<file path="src/rtl/assert_macros.svh">
// Assertion macros for the job selector RTL.
`ifndef ASSERT_MACROS_SVH
`define ASSERT_MACROS_SVH
`ifndef SYNTHESIS
`define DPJS_ASSERT_IMPLY(lbl, ante, cons) \
  lbl: assert property (@(posedge clk) disable iff (!rst_n) (ante) |-> (cons)) \
    else $error("dpjs: same-cycle check failed");
`define DPJS_ASSERT_NEXT(lbl, ante, cons) \
  lbl: assert property (@(posedge clk) disable iff (!rst_n) (ante) |=> (cons)) \
    else $error("dpjs: next-cycle check failed");
`else
`define DPJS_ASSERT_IMPLY(lbl, ante, cons)
`define DPJS_ASSERT_NEXT(lbl, ante, cons)
`endif
`endif

</file>
<file path="src/rtl/dpjs_pkg.sv">
// Shared types and constants of the deadline/profit job selector.
`timescale 1ns / 1ps
package dpjs_pkg;

  localparam int TOTAL_W = 26;
  localparam logic [TOTAL_W-1:0] TOTAL_MAX = '1;

  // Job classification codes
  localparam logic [2:0] CLS_NONE  = 3'd0;
  localparam logic [2:0] CLS_ADD   = 3'd1;
  localparam logic [2:0] CLS_FULL  = 3'd2;
  localparam logic [2:0] CLS_REPL  = 3'd3;
  localparam logic [2:0] CLS_ORDER = 3'd4;

  typedef struct packed {
    logic [15:0] profit;
    logic [15:0] deadline;
    logic        last_job;
  } in_item_t;

  typedef struct packed {
    logic [TOTAL_W-1:0] total_profit;
    logic [10:0]        selected_count;
    logic               order_error;
    logic               overflow;
  } out_item_t;

  // Controller to datapath
  typedef struct packed {
    logic load;
    logic ins;
    logic rep;
    logic set_ovf;
    logic set_ord;
    logic rd_parent;
    logic rd_left;
    logic rd_right;
    logic hold_left;
    logic up_move;
    logic dn_move;
    logic place;
    logic emit;
  } cmd_t;

  // Datapath to controller
  typedef struct packed {
    logic [2:0] cls;
    logic       at_root;
    logic       has_left;
    logic       up_less;
    logic       dn_swap;
    logic       last;
    logic       out_busy;
  } sts_t;

endpackage

</file>
<file path="src/rtl/dpjs_ctrl.sv">
// Sequencer for job classification and heap sift up / sift down.
`timescale 1ns / 1ps
module dpjs_ctrl (
  input  logic          clk,
  input  logic          rst_n,
  input  logic          in_valid,
  output logic          in_ready,
  input  dpjs_pkg::sts_t sts,
  output dpjs_pkg::cmd_t cmd
);
  import dpjs_pkg::*;

  localparam logic [2:0] S_IDLE   = 3'd0;
  localparam logic [2:0] S_DECIDE = 3'd1;
  localparam logic [2:0] S_UP_RD  = 3'd2;
  localparam logic [2:0] S_UP_CMP = 3'd3;
  localparam logic [2:0] S_DN_RDL = 3'd4;
  localparam logic [2:0] S_DN_RDR = 3'd5;
  localparam logic [2:0] S_DN_CMP = 3'd6;
  localparam logic [2:0] S_FIN    = 3'd7;

  logic [2:0] state_r;
  logic [2:0] state_nxt;

  assign in_ready = (state_r == S_IDLE);

  // Next state and commands
  always_comb begin
    state_nxt = state_r;
    cmd       = '0;
    case (state_r)
      S_IDLE: begin
        if (in_valid) begin
          cmd.load  = 1'b1;
          state_nxt = S_DECIDE;
        end
      end
      S_DECIDE: begin
        case (sts.cls)
          CLS_ADD: begin
            cmd.ins   = 1'b1;
            state_nxt = S_UP_RD;
          end
          CLS_REPL: begin
            cmd.rep   = 1'b1;
            state_nxt = S_DN_RDL;
          end
          CLS_FULL: begin
            cmd.set_ovf = 1'b1;
            state_nxt   = S_FIN;
          end
          CLS_ORDER: begin
            cmd.set_ord = 1'b1;
            state_nxt   = S_FIN;
          end
          default: begin
            state_nxt = S_FIN;
          end
        endcase
      end
      S_UP_RD: begin
        if (sts.at_root) begin
          cmd.place = 1'b1;
          state_nxt = S_FIN;
        end else begin
          cmd.rd_parent = 1'b1;
          state_nxt     = S_UP_CMP;
        end
      end
      S_UP_CMP: begin
        if (sts.up_less) begin
          cmd.up_move = 1'b1;
          state_nxt   = S_UP_RD;
        end else begin
          cmd.place = 1'b1;
          state_nxt = S_FIN;
        end
      end
      S_DN_RDL: begin
        if (!sts.has_left) begin
          cmd.place = 1'b1;
          state_nxt = S_FIN;
        end else begin
          cmd.rd_left = 1'b1;
          state_nxt   = S_DN_RDR;
        end
      end
      S_DN_RDR: begin
        cmd.rd_right  = 1'b1;
        cmd.hold_left = 1'b1;
        state_nxt     = S_DN_CMP;
      end
      S_DN_CMP: begin
        if (sts.dn_swap) begin
          cmd.dn_move = 1'b1;
          state_nxt   = S_DN_RDL;
        end else begin
          cmd.place = 1'b1;
          state_nxt = S_FIN;
        end
      end
      S_FIN: begin
        // Wait for a free result slot on the last job of a batch
        if (!sts.last) begin
          state_nxt = S_IDLE;
        end else if (!sts.out_busy) begin
          cmd.emit  = 1'b1;
          state_nxt = S_IDLE;
        end
      end
      default: begin
        state_nxt = S_IDLE;
      end
    endcase
  end

  always_ff @(posedge clk) begin
    if (!rst_n) begin
      state_r <= S_IDLE;
    end else begin
      state_r <= state_nxt;
    end
  end

endmodule

</file>
<file path="config.mk">
export PLATFORM = sky130hd
export DESIGN_NAME = dpjs_ctrl
export DESIGN_NICKNAME = d
export VERILOG_FILES = /design/src/rtl/assert_macros.svh /design/src/rtl/dpjs_pkg.sv /design/src/rtl/dpjs_ctrl.sv
export SDC_FILE = /design/constraint.sdc
export NUM_CORES = 1
export LEC_CHECK = 0
export BUFFER_PORTS_ARGS = -buffer_cell sky130_fd_sc_hd__buf_4
export CAP_MARGIN = 20
export CORE_AREA = 10 10 47 49
export CTS_CLUSTER_SIZE = 10
export DETAILED_ROUTE_END_ITERATION = 6
export DIE_AREA = 0 0 57 59
export SETUP_SLACK_MARGIN = 0.4
export SYNTH_ARGS = -nofsm -noshare
export SYNTH_HDL_FRONTEND = slang
export SYNTH_SLANG_ARGS = --single-unit
</file>
<file path="constraint.sdc">
create_clock -name clk -period 0.98 [get_ports clk]
set_input_delay 0.147 -clock clk [delete_from_list [all_inputs] [get_ports clk]]
set_output_delay 0.147 -clock clk [all_outputs]
set_load 0.02 [all_outputs]
</file>
==> results.py <==
metrics = {
    "sta": {
        "post-route-min-period_ns": 1.42,
        "finalSetupTns_ns": -5.95,
        "maxSlewViolCount": 0,
        "finalClockSkew_ns": 0.00751,
        "worstMarginPinSlew_ns": 0.308,
        "hold_viol_final": 0,
        "rsz0062_at_grt": "yes",
        "slew_headroom_pct": 79.2,
        "fmax_mhz": 705,
        "period_share_pct": 145,
        "setup_viol_count_final": 17,
        "finalWorstSetupSlack_ns": -0.438,
    },
    "die": {
        "dieArea_um2": 3360,
        "rows": 14,
        "start_util_pct": 25.9,
        "die_w_um": 57,
        "die-height_um": 59,
        "core_um2": 1400,
        "ios": 26,
    },
    "global_routing": {
        "grt_first_pass_wirelength_um": 2880,
        "antenna_found_initial": 0,
        "first_global_vias": 601,
        "gr-usage-all-layers_pct": 10.2,
        "grt-ovfl-total": 0,
        "grt_max_degree": 10,
    },
    "pwr": {
        "peakVddDrop_v": 0.000733,
        "powerDensity_nw_per_um2": 1760,
        "cellLeakagePower_nw": 0.442,
    },
    "synthesis": {
        "synth.top_cells.by_count": "inv_1, nand2b_1",
        "ys_seq_elements": 3,
        "syn_area_um2": 363,
        "synth_top_area_cell": "dfxtp_1",
        "ys.flop_type": "dfxtp_1",
        "synth_edf_count": 0,
        "synthCells": 49,
        "synth_area_leaders": "dfxtp_1, nand2b_1, buf_4",
        "synth_cell_types": 30,
        "ys_warn_count": 0,
        "synth_top_area_share_pct": 16.6,
        "yosysSeqAreaShare_pct": 16.6,
        "syn_avg_cell_area_um2": 7.41,
        "synthArstFlopShare_pct": 0,
        "synthesis.nets": 61,
    },
    "detailed_routing": {
        "drtAntennaViolNets": 0,
        "drt_iter0_markers": 3,
        "first_pass_iters": 5,
        "wl_met1_um": 641,
        "dr_wl_met3_um": 131,
        "top_layer": "met4",
        "wire_per_inst_um": 16.3,
        "wl_met2_um": 976,
        "drc": 0,
        "wirelength_um": 1820,
        "avgViaCountPerCell": 5.05,
        "vias": 566,
    },
    "placed_design": {
        "place.gp.congestion": 0.771,
        "portBuffers": 25,
        "hpwl_um": 1150,
    },
    "cts": {
        "cts_hold_buf": 0,
        "cts-buffers-inserted": 3,
        "cts_root_buffer": "clkbuf_4",
        "htree_num_levels": 1,
        "cts_tree": "built",
        "cts_num_sinks": 3,
        "clockBufferDepth": 2,
        "insertion_delay_ns": 0.24,
        "cts.clk_slew.worst_paths_ns": 0.04,
    },
    "final_layout": {
        "insertedDiodeCount": 0,
        "top_regs": "state_r (3)",
        "drive_gt1_share_pct": 84.4,
        "fin_nets": 109,
        "area_delta_synth_final_pct": 175,
        "multi_input_comb_area_um2": 422,
        "seqCellArea_um2": 71.3,
        "fill_cells": 110,
        "top_register": "state_r",
        "utilization_pct": 71.2,
        "largest_reg_flops": 3,
    },
    "status": {
        "violations": "negative setup slack",
        "outcome": "finished with violations",
    },
    "setup_path": {
        "start_kind": "flip-flop",
        "critPathKind": "reg -> out",
        "arrival_ns": 1.27,
        "crit_path_end_kind": "output port",
        "crit_required_ns": 0.83,
        "r2r-start": "state_r[0]",
        "crit_path_start": "state_r[1]",
        "cp_max_fo": 6,
    },
    "min_path": {
        "min_from": "in_valid",
        "hold_path_class": "in -> reg",
    },
    "flow_run": {
        "drv_cap": 0,
    },
}
[cell families (layout without fill, tap and decap cells)]
| group | Yosys count | after routing | synth area share [%] |
|---|---|---|---|
| and+or+nand+nor | 30 | 30 | 54.5 |
| AOI/OAI and AO/OA | 8 | 8 | 17.2 |
| DFF | 3 | 3 | 16.6 |
| buffers and inverters | 8 | 55 | 11.7 |
[worst max-delay path, cell delays in order (launching register included)]
cell	delay [ns]
dfxtp_4	0.37
nor4b_4	0.32
and3b_2	0.23
buf_6	0.11
[metal layers]
| metal | up-vias | global-route usage [%] |
|---|---|---|
| li1 | 273 | - |
| met1 | 264 | 10.8 |
| met2 | 23 | 18.4 |
| met3 | 6 | 3.65 |
| met4 | 0 | 3.02 |
| met5 | - | 0 |
[path summary, 6_finish.rpt]
kind	cells past startpoint	to	slack [ns]
min	3	state_r[0]	0.19
min reg2reg	3	state_r[1]	0.66
max reg2reg	4	state_r[0]	-0.24
max	3	cmd[9]	-0.44
[power breakdown]
group / internal [mW] / switching [mW]
sequential: 0.172 / 0.103
combinational: 0.745 / 0.510
clock: 0.153 / 0.0761
total: 1.07 / 0.689
[cell usage in the layout, fill, tap and decap left out, types with 2 or more instances in the layout]
| master | netlist | final |
|---|---|---|
| buf_4 | 3 | 23 |
| nor4b_4 | 0 | 2 |
| clkbuf_4 | 0 | 3 |
| a31oi_2 | 0 | 2 |
| nor2b_1 | 3 | 2 |
| nand2_2 | 0 | 2 |
| nor2_4 | 0 | 2 |
| nand2b_1 | 4 | 3 |
| inv_1 | 4 | 3 |
| or2_4 | 0 | 2 |
| dfxtp_4 | 0 | 3 |
| buf_6 | 0 | 24 |
| and3_4 | 0 | 3 |
[stage by stage]
stage	std cells	setup slack, ns	instance area [µm²]	power (mW)	hold slack (ns)
after floorplan	49	-0.171	460	0.737	0.293
after global placement	99	-0.208	721	1.03	0.421
after detailed placement	99	-0.220	721	1.04	0.422
after CTS	108	-0.419	888	1.50	0.187
after global routing	112	-0.512	997	1.86	0.197
final	112	-0.438	997	1.76	0.186
[area by class of cell]
class / instances / area share, %
Clock buffer: 4 / 2.63
Inverter: 4 / 1.51
Multi-Input combinational cell: 38 / 42.3
Sequential cell: 3 / 7.15
Tap cell: 16 / 2.01
Timing Repair Buffer: 47 / 44.4
[repair_timing]
item,in CTS,in global routing
setup buffers,5,4
gates resized for setup,30,17
endpoints found under the setup margin,17,17
pin swaps,7,5
No activity file was read; power rests on OpenSTA's default activity.
